--- config.mk ---
export PLATFORM = sky130hd
export DESIGN_NAME = ffha_ctrl
export DESIGN_NICKNAME = d
export VERILOG_FILES = /design/src/ffha_pkg.sv /design/src/ffha_ctrl.sv
export SDC_FILE = /design/constraint.sdc
export NUM_CORES = 1
export LEC_CHECK = 0
export ABC_AREA = 1
export BUFFER_PORTS_ARGS = -buffer_cell sky130_fd_sc_hd__buf_2
export CORE_AREA = 2 2 39 41
export DETAILED_ROUTE_END_ITERATION = 7
export DIE_AREA = 0 0 41 43
export GPL_TIMING_DRIVEN = 0
export PLACE_DENSITY_LB_ADDON = 0.05
export SLEW_MARGIN = 0
export SYNTH_ARGS = -nofsm -noshare
export SYNTH_HDL_FRONTEND = slang
export SYNTH_SLANG_ARGS = --single-unit
--- constraint.sdc ---
create_clock -name clk -period 0.98 [get_ports clk]
set_input_delay 0.098 -clock clk [delete_from_list [all_inputs] [get_ports clk]]
set_output_delay 0.098 -clock clk [all_outputs]
set_load 0.005 [all_outputs]
--- src/ffha_pkg.sv ---
// Shared types, constants and codes for the first-fit heap allocator.
package ffha_pkg;

  localparam int HEAP_BYTES_DEF   = 4096;
  localparam int HEADER_BYTES_DEF = 8;

  localparam int ADDR_W   = 12;
  localparam int REQ_W    = 12;
  localparam int LIMIT_W  = 13;
  localparam int SIZE_W   = 13;
  localparam int STATUS_W = 2;

  localparam logic [LIMIT_W-1:0] LIMIT_RESET = 13'd4096;

  typedef enum logic {
    CMD_ALLOC = 1'b0,
    CMD_FREE  = 1'b1
  } cmd_code_t;

  typedef enum logic [STATUS_W-1:0] {
    ST_REUSED   = 2'd0,
    ST_EXTENDED = 2'd1,
    ST_NOMEM    = 2'd2
  } result_t;

  typedef enum logic [2:0] {
    S_IDLE,
    S_WALK,
    S_CHECK,
    S_EXTEND,
    S_FREE,
    S_RESULT
  } state_t;

  typedef struct packed {
    logic load;
    logic take;
    logic step;
    logic extend;
    logic free_mark;
    logic emit;
  } ctl_cmd_t;

  typedef struct packed {
    logic in_free;
    logic walk_more;
    logic hit;
    logic zero_size;
    logic slot_free;
  } dp_stat_t;

endpackage

--- src/ffha_ctrl.sv ---
// Controller state machine for the heap allocator.
module ffha_ctrl (
  input  logic               clk,
  input  logic               rst,
  input  logic               in_valid,
  output logic               in_stall,
  input  ffha_pkg::dp_stat_t stat,
  output ffha_pkg::ctl_cmd_t cmd
);
  import ffha_pkg::*;

  state_t state;
  state_t state_next;

  always_ff @(posedge clk) begin
    if (rst) begin
      state <= S_IDLE;
    end else begin
      state <= state_next;
    end
  end

  always_comb begin
    state_next = state;
    case (state)
      S_IDLE: begin
        if (in_valid) begin
          state_next = stat.in_free ? S_FREE : S_WALK;
        end
      end
      S_WALK: begin
        state_next = stat.walk_more ? S_CHECK : S_EXTEND;
      end
      S_CHECK: begin
        if (stat.hit) begin
          state_next = S_RESULT;
        end else if (stat.zero_size) begin
          state_next = S_EXTEND;
        end else begin
          state_next = S_WALK;
        end
      end
      S_EXTEND: state_next = S_RESULT;
      S_FREE:   state_next = S_RESULT;
      S_RESULT: begin
        if (stat.slot_free) begin
          state_next = S_IDLE;
        end
      end
      default: state_next = S_IDLE;
    endcase
  end

  always_comb begin
    cmd      = '0;
    in_stall = 1'b1;
    case (state)
      S_IDLE: begin
        in_stall = 1'b0;
        cmd.load = in_valid;
      end
      S_WALK: begin
      end
      S_CHECK: begin
        cmd.take = stat.hit;
        cmd.step = !stat.hit && !stat.zero_size;
      end
      S_EXTEND: cmd.extend    = 1'b1;
      S_FREE:   cmd.free_mark = 1'b1;
      S_RESULT: cmd.emit      = stat.slot_free;
      default: begin
      end
    endcase
  end

endmodule

==> impl_metrics.ini, run 1 <==
[sta]
setup_violations = 9
fin_hold_ws_ns = 0.0524
fmax_mhz = 864
clock_skew_ns = 0.000257
drv_slew = 0
hold_viol_final = 0
slew_headroom_pct = 87.6
worst-slew-pin-transition_ns = 0.185
fin_crit_ns = 1.16
tns_ns = -1.30
rsz0062_at_grt = true
setup_ws_ns = -0.177
timing.final.crit_share_pct = 118

[global_routing]
grt-ovfl-total = 0
grt_util_all_layers_pct = 10.7
grt_pass1_wl_mm = 1.24
grt_max_degree = 7
grt_pass1_vias = 329
antenna_found_initial = 0

[floorplanning]
ios = 15
die_h_um = 43
core.rowCount = 14
core_area_um2 = 1380
dieArea_um2 = 1760
start_util_pct = 18.1
die_w_um = 41

[routing]
via_per_inst = 4.18
post-route-drc-count = 0
routed_wl_um = 780
wl_per_cell_um = 8.97
drtPass1Iterations = 4
via_count = 364
antenna_left = 0
first_iter_violations = 6

[synth]
ys.warnings.count = 0
synth_area_leader_cell = dfxtp_1
ys.flop_type = dfxtp_1
synth_nets = 52
seq_area_frac_synth_pct = 24.0
synth_enable_flop_cells = 0
synthCells = 44
yosys-top-cells-area = dfxtp_1 24%, inv_1 14%, nand2_1 12%
ys_types = 12
synth.most_common_cell = inv_1
async_flop_share_pct = 0
ys_top_cells_by_count = 9 x inv_1, 8 x nand2_1, 6 x nor2_1
synth.top_cell.area_share_pct = 24.0
syn_area_per_cell_um2 = 5.69
ys_seq_elements = 3
netlist_area_um2 = 250

[run_status]
status = complete, but fails checks
violations = setup timing

[finish]
fin_nets = 80
syn_to_final_growth_pct = 98.0
largest_reg_flops = 3
reg_top3 = state (3)
fillerInstances = 159
fin_area_um2 = 495
drive_above_1_share_pct = 59.2
antennaDiodeCount = 0
max_flop_register = state

[power]
total_power_uw = 1070
pwr-share-comb_pct = 57.8
swShare_pct = 38.6
p_leak_uw = 0.000279
ir_drop_uv = 763
p_per_area_nw_per_um2 = 2170
power.share.clock_pct = 20.0
p_seq_share_pct = 22.1
p_sw_uw = 415
intPower_uw = 659

[critical_path]
path_max_fanout = 6
crit_path_start_kind = register
arrival_ns = 1.06
path_class = reg -> out
crit_required_ns = 0.88
endpoint_kind = primary output

[hold_path]
holdCritPathClass = in -> reg

[placed_design]
pre_cts_ws_ns = -0.131
hpwl_um = 546
io_buffers = 14
placed_area_um2 = 340
gp_congestion = 0.692

[clocking]
path_clk_slew_ns = 0.04
cts-hold-fix-buffers = 0
tritoncts = yes
root_buffer = clkbuf_4
clk_latency_ns = 0.23
clock-sinks = 3
htree_levels = 1
clockBufferDepth = 2
cts_buffers = 3

[run]
maxCapViolCount = 0
worst max-delay path, stage by stage, from the launching register on:
cell	delay (ns)
dfxtp_4	0.37
nor3_4	0.20
nand2_1	0.07
nor2_1	0.08
buf_2	0.11
cell type report:
| type | count | area [um2] | share of cell area (%) |
|---|---|---|---|
| multi-input combinational | 28 | 170 | 34.3 |
| tap | 16 | 20.0 | 4.04 |
| clock buffer | 4 | 26.3 | 5.30 |
| inverter | 13 | 56.3 | 11.4 |
| timing repair buffer | 23 | 151 | 30.6 |
| sequential | 3 | 71.3 | 14.4 |
final timing paths:
check	slack, ns	from	depth (start not counted)	endpoint
max	-0.18	state[0]	4	cmd[3]
min	0.05	rst	2	state[2]
max reg2reg	-0.13	state[2]	8	state[2]
min reg2reg	0.57	state[2]	3	state[1]
cell usage in the layout (no fill, tap or decap), drive strengths merged:
cell type	netlist	final
nand3	5	5
nand2	9	9
buf	0	23
nor2	8	8
a21oi	4	4
o211ai	1	1
nor3	1	1
inv	13	13
dfxtp	3	3
clkbuf	0	4
power groups by stage:
stage | clock network, uW | logic (uW) | registers, uW
final | 215 | 621 | 238
after detailed placement | 0 | 359 | 211
after global placement | 0 | 362 | 213
after floorplan | 0 | 248 | 197
after global routing | 232 | 687 | 243
after CTS | 227 | 502 | 235
kinds of logic (layout without fill, tap and decap cells):
logic type      after synthesis  after routing  synth area share [%]
compound gates                5              5                  14.0
buf+inv                      13             40                  19.5
flops                         3              3                  24.0
simple gates                 23             23                  42.5
per-stage QoR:
step,util [%],cells
3_5_place_dp,24.6,74
2_1_floorplan,-,44
6_report,35.8,87
5_1_grt,35.8,87
4_1_cts,31.8,82
3_3_place_gp,24.6,74
metal layers:
metal  track usage, %  vias to the layer above  wire (um)
met4             8.00                        0          0
li1                 -                      189          -
met3             1.57                        0         49
met1             12.6                      163        312
met2             16.3                       12        418
met5                0                        -          0
what timing repair did:
item	in CTS	in global routing
endpoints found under the setup margin	9	9
pin swaps	3	1
gates resized for setup	14	4
buffers inserted	4	5
Power figures use the tool's default switching activity.
==> inputs of run 2 (changes only) <==
SKIP_LAST_GASP = 1   (was unset)
==> impl_metrics.ini, run 2 (synthesized netlist as in run 1, its figures left out) <==
[finish]
syn_to_final_growth_pct = 97.0
largest_reg_flops = 3
fin_nets = 80
mostFrequentLayoutCell = buf_2
reg_top3 = state (3)
max_flop_register = state
mostFrequentLayoutCells = 13 x buf_2, 9 x inv_1, 8 x nand2_1
fillerInstances = 159
antennaDiodeCount = 0
final_core_util_pct = 35.6
drive_above_1_share_pct = 57.7
fin_cells = 87

[floorplanning]
start_util_pct = 18.1
die_h_um = 43
core.rowCount = 14
ios = 15
core_area_um2 = 1380
dieArea_um2 = 1760
die_w_um = 41

[global_routing]
grt_pass1_wl_mm = 1.24
grt_util_all_layers_pct = 10.7
antenna_found_initial = 0
grt_max_degree = 7
grt-ovfl-total = 0
grt_pass1_vias = 329

[run]
maxCapViolCount = 0

[power]
p_seq_share_pct = 22.3
swShare_pct = 38.5
power.share.clock_pct = 20.1
p_leak_uw = 0.000279
intPower_uw = 658
p_per_area_nw_per_um2 = 2170
pwr-share-comb_pct = 57.6
ir_drop_uv = 761
p_sw_uw = 413

[critical_path]
arrival_ns = 1.06
crit_required_ns = 0.88
cpPeakStageDelay_ns = 0.37
cp_cell_sequence = nor3_4 > nand2_1 > nor2_1 > buf_2
slowest_stage = dfxtp_4
timing.critical_path.buf_inv = 1
cp_top_family = flip-flops
crit_path_start_kind = register
path_max_fanout = 6
path_class = reg -> out
endpoint_kind = primary output

[sta]
fin_crit_ns = 1.16
drv_slew = 0
setup_ws_ns = -0.178
rsz0062_at_grt = true
timing.final.crit_share_pct = 118
worst-slew-pin-transition_ns = 0.185
hold_viol_final = 0
slew_headroom_pct = 87.6
setup_violations = 9
fmax_mhz = 863
clock_skew_ns = 0.000257

[routing]
via_count = 361
first_iter_violations = 8
wl_met2_um = 422
routed_wl_um = 784
dr.max_layer_used = met3
drtPass1Iterations = 2
met3_wirelength_um = 42
post-route-drc-count = 0
wirelength_met1_um = 320
via_per_inst = 4.15
antenna_left = 0
wl_per_cell_um = 9.01

[placed_design]
pre_cts_ws_ns = -0.131
gp_congestion = 0.692
hpwl_um = 546
dp_cells = 74
io_buffers = 14

[run_status]
violations = setup timing
status = complete, but fails checks

[clocking]
htree_levels = 1
tritoncts = yes
cts_buffers = 3
root_buffer = clkbuf_4
clockBufferDepth = 2
cts-hold-fix-buffers = 0
path_clk_slew_ns = 0.04
clk_latency_ns = 0.23
clock-sinks = 3

[hold_path]
holdCritPathClass = in -> reg
[run 2: cell count changes in the layout (fill, tap and decap cells not counted)]
cell,previous run,this run
nor2_1,5,6
nor2_2,2,1
[run 2: worst register-to-register path, cell delays in order (launching register included)]
cell     delay (ns)
dfxtp_4        0.35
buf_4          0.14
inv_2          0.07
nand3_1        0.09
nand2_1        0.09
inv_1          0.05
nand3_1        0.08
nand2_1        0.07
a21oi_2        0.10
[run 2: metal layers]
layer | GRT usage (%) | vias up
met3 | 1.57 | 0
met5 | 0 | -
met2 | 16.3 | 8
met1 | 12.6 | 164
met4 | 8.00 | 0
li1 | - | 189
[run 2: worst paths after layout]
| kind | depth (start not counted) | slack (ns) | endpoint | from |
|---|---|---|---|---|
| hold reg to reg | 3 | 0.57 | state[1] | state[2] |
| setup reg to reg | 8 | -0.13 | state[2] | state[2] |
| setup / recovery | 4 | -0.18 | cmd[3] | state[0] |
| hold / removal | 2 | 0.05 | state[2] | rst |
[run 2: layout make-up]
type | count | area [um2] | area share (%)
inverters | 13 | 56.3 | 11.4
flip-flops and latches | 3 | 71.3 | 14.5
well taps | 16 | 20.0 | 4.06
repair buffers | 23 | 151 | 30.7
multi-input cells | 28 | 168 | 34.0
clock buffers | 4 | 26.3 | 5.33
[run 2: through the flow]
stage / setup TNS, ns / area (um2) / hold slack [ns] / power [uW]
finish: -1.27 / 493 / 0.0525 / 1070
global route: -2.02 / 493 / 0.0450 / 1160
CTS: -1.31 / 438 / 0.0438 / 960
detailed placement: -0.290 / 340 / 0.302 / 570
global placement: -0.328 / 340 / 0.300 / 575
floorplan: 0 / 250 / 0.160 / 445
[run 2: what timing repair did]
action	4_1_cts	5_1_grt
gates resized for setup	13	4
setup buffers	4	5
pin swaps	3	1
setup endpoints to repair	9	9
[run 2: power by group through the flow]
stage	clock network (uW)	logic, uW	registers (uW)
6_report	215	617	239
3_5_place_dp	0	359	211
4_1_cts	227	501	232
5_1_grt	232	684	243
2_1_floorplan	0	248	197
3_3_place_gp	0	362	213
==> inputs of run 3 (changes only) <==
CELL_PAD_IN_SITES_DETAIL_PLACEMENT = 1   (was unset)
CELL_PAD_IN_SITES_GLOBAL_PLACEMENT = 2   (was unset)
CORE_AREA = unset   (was 2 2 39 41)
CORE_MARGIN = 2   (was unset)
CORE_UTILIZATION = 15   (was unset)
CTS_BUF_LIST = sky130_fd_sc_hd__clkbuf_16   (was unset)
DIE_AREA = unset   (was 0 0 41 43)
==> impl_metrics.ini, run 3 (synthesized netlist as in run 1, its figures left out) <==
[finish]
mostFrequentLayoutCells = 13 x buf_2, 8 x inv_1, 6 x buf_4
syn_to_final_growth_pct = 130
final_core_util_pct = 37.3
fin_area_um2 = 576
reg_top3 = state (3)
mostFrequentLayoutCell = buf_2
fin_cells = 86
antennaDiodeCount = 0
max_flop_register = state
fin_nets = 79
drive_above_1_share_pct = 75.7
largest_reg_flops = 3

[hold_path]
holdCritPathClass = in -> reg
worstHoldPathCells = 2
holdPathEnd = state[0]
min_from = rst

[floorplanning]
die_h_um = 44.8
ios = 15
start_util_pct = 16.2
dieArea_um2 = 2010
core_area_um2 = 1540
die_w_um = 44.8
core.rowCount = 14

[critical_path]
r2r_slack_ns = -0.14
arrival_ns = 1.09
cpPeakStageDelay_ns = 0.36
r2r_end = state[2]
timing.critical_path.buf_inv = 3
crit_path_start_kind = register
reg2reg_depth = 6
cp_top_family = flip-flops
crit_required_ns = 0.88
slowest_stage = dfxtp_4
path_max_fanout = 5
reg2reg_from = state[0]
cp_common_cell = inv_2
cp_cell_sequence = inv_2 > nand2_2 > nor2_4 > inv_2 > nor2_2 > buf_2
endpoint_kind = primary output
path_class = reg -> out

[placed_design]
hpwl_um = 668
placed_area_um2 = 340
gp_congestion = 0.655
io_buffers = 14
dp_cells = 74

[clocking]
path_clk_slew_ns = 0.03
clock-sinks = 3
htree_levels = 1
tritoncts = yes
clockBufferDepth = 2
clk_latency_ns = 0.23
root_buffer = clkbuf_16
cts_buffers = 3

[routing]
via_per_inst = 4.28
routed_wl_um = 992
drtPass1Iterations = 2
first_iter_violations = 1
wl_per_cell_um = 11.5
antenna_left = 0
via_count = 368
post-route-drc-count = 0

[sta]
setup_ws_ns = -0.212
rsz0062_at_grt = true
worst-slew-pin-transition_ns = 0.202
slew_headroom_pct = 86.5
setup_violations = 10
fin_hold_ws_ns = 0.0766
fin_crit_ns = 1.19
clock_skew_ns = 0.00270
hold_viol_final = 0
drv_slew = 0
fmax_mhz = 839
timing.final.crit_share_pct = 122

[run_status]
violations = setup timing
status = complete, but fails checks

[power]
total_power_uw = 1540
p_leak_uw = 0.000305
p_per_area_nw_per_um2 = 2680
ir_drop_uv = 1130

[global_routing]
antenna_found_initial = 0
grt-ovfl-total = 0
grt_pass1_wl_mm = 1.39
grt_pass1_vias = 375
grt_max_degree = 7
grt_util_all_layers_pct = 10.7

[run]
maxCapViolCount = 0
## run 3: cell count changes in the layout (fill, tap and decap cells not counted), moves of 3 or more
cell / change
nand2_2: +5
nand2_1: -4
clkbuf_16: +3
clkbuf_4: -3
nor2_1: -3
## run 3: area by class of cell
| cell class | instances | area (um2) |
|---|---|---|
| Clock buffer | 3 | 75.1 |
| Clock inverter | 1 | 3.75 |
| Fill cell | 195 | 966 |
| Inverter | 13 | 53.8 |
| Multi-Input combinational cell | 28 | 210 |
| Sequential cell | 3 | 68.8 |
| Tap cell | 16 | 20.0 |
| Timing Repair Buffer | 22 | 144 |
## run 3: metal layers
layer	GRT usage, %	vias to the layer above	share of wire, %
met5	0	-	0
met4	10.6	0	3.4
met3	6.00	4	5.8
met2	17.4	10	57
met1	8.78	170	34
li1	-	184	-
## run 3: worst max-delay path by stage
stage	endpoint	startpoint	depth (start not counted)
6_report	cmd[5]	state[0]	6
5_1_grt	cmd[3]	state[2]	4
4_1_cts	cmd[3]	state[1]	5
3_5_place_dp	state[2]	state[1]	6
3_3_place_gp	state[0]	state[2]	7
2_1_floorplan	state[0]	state[2]	7
## run 3: power breakdown
group / leakage (uW) / switching, uW / internal, uW / total, uW
registers: 0.0000264 / 59.4 / 169 / 229
logic: 0.000236 / 347 / 331 / 678
clock network: 0.0000423 / 111 / 526 / 637
## run 3: timing repair
action / in CTS / in global routing
gates resized for setup: 9 / 20
buffers inserted: 3 / 6
setup endpoints to repair: 9 / 10
hold buffers: 0 / 0
pin swaps: 3 / 9
## run 3: through the flow
stage | TNS, ns | setup WS, ns
floorplan | 0 | 0.0415
global placement | -0.208 | -0.0983
detailed placement | -0.361 | -0.141
CTS | -1.12 | -0.220
global route | -1.85 | -0.302
finish | -1.26 | -0.212
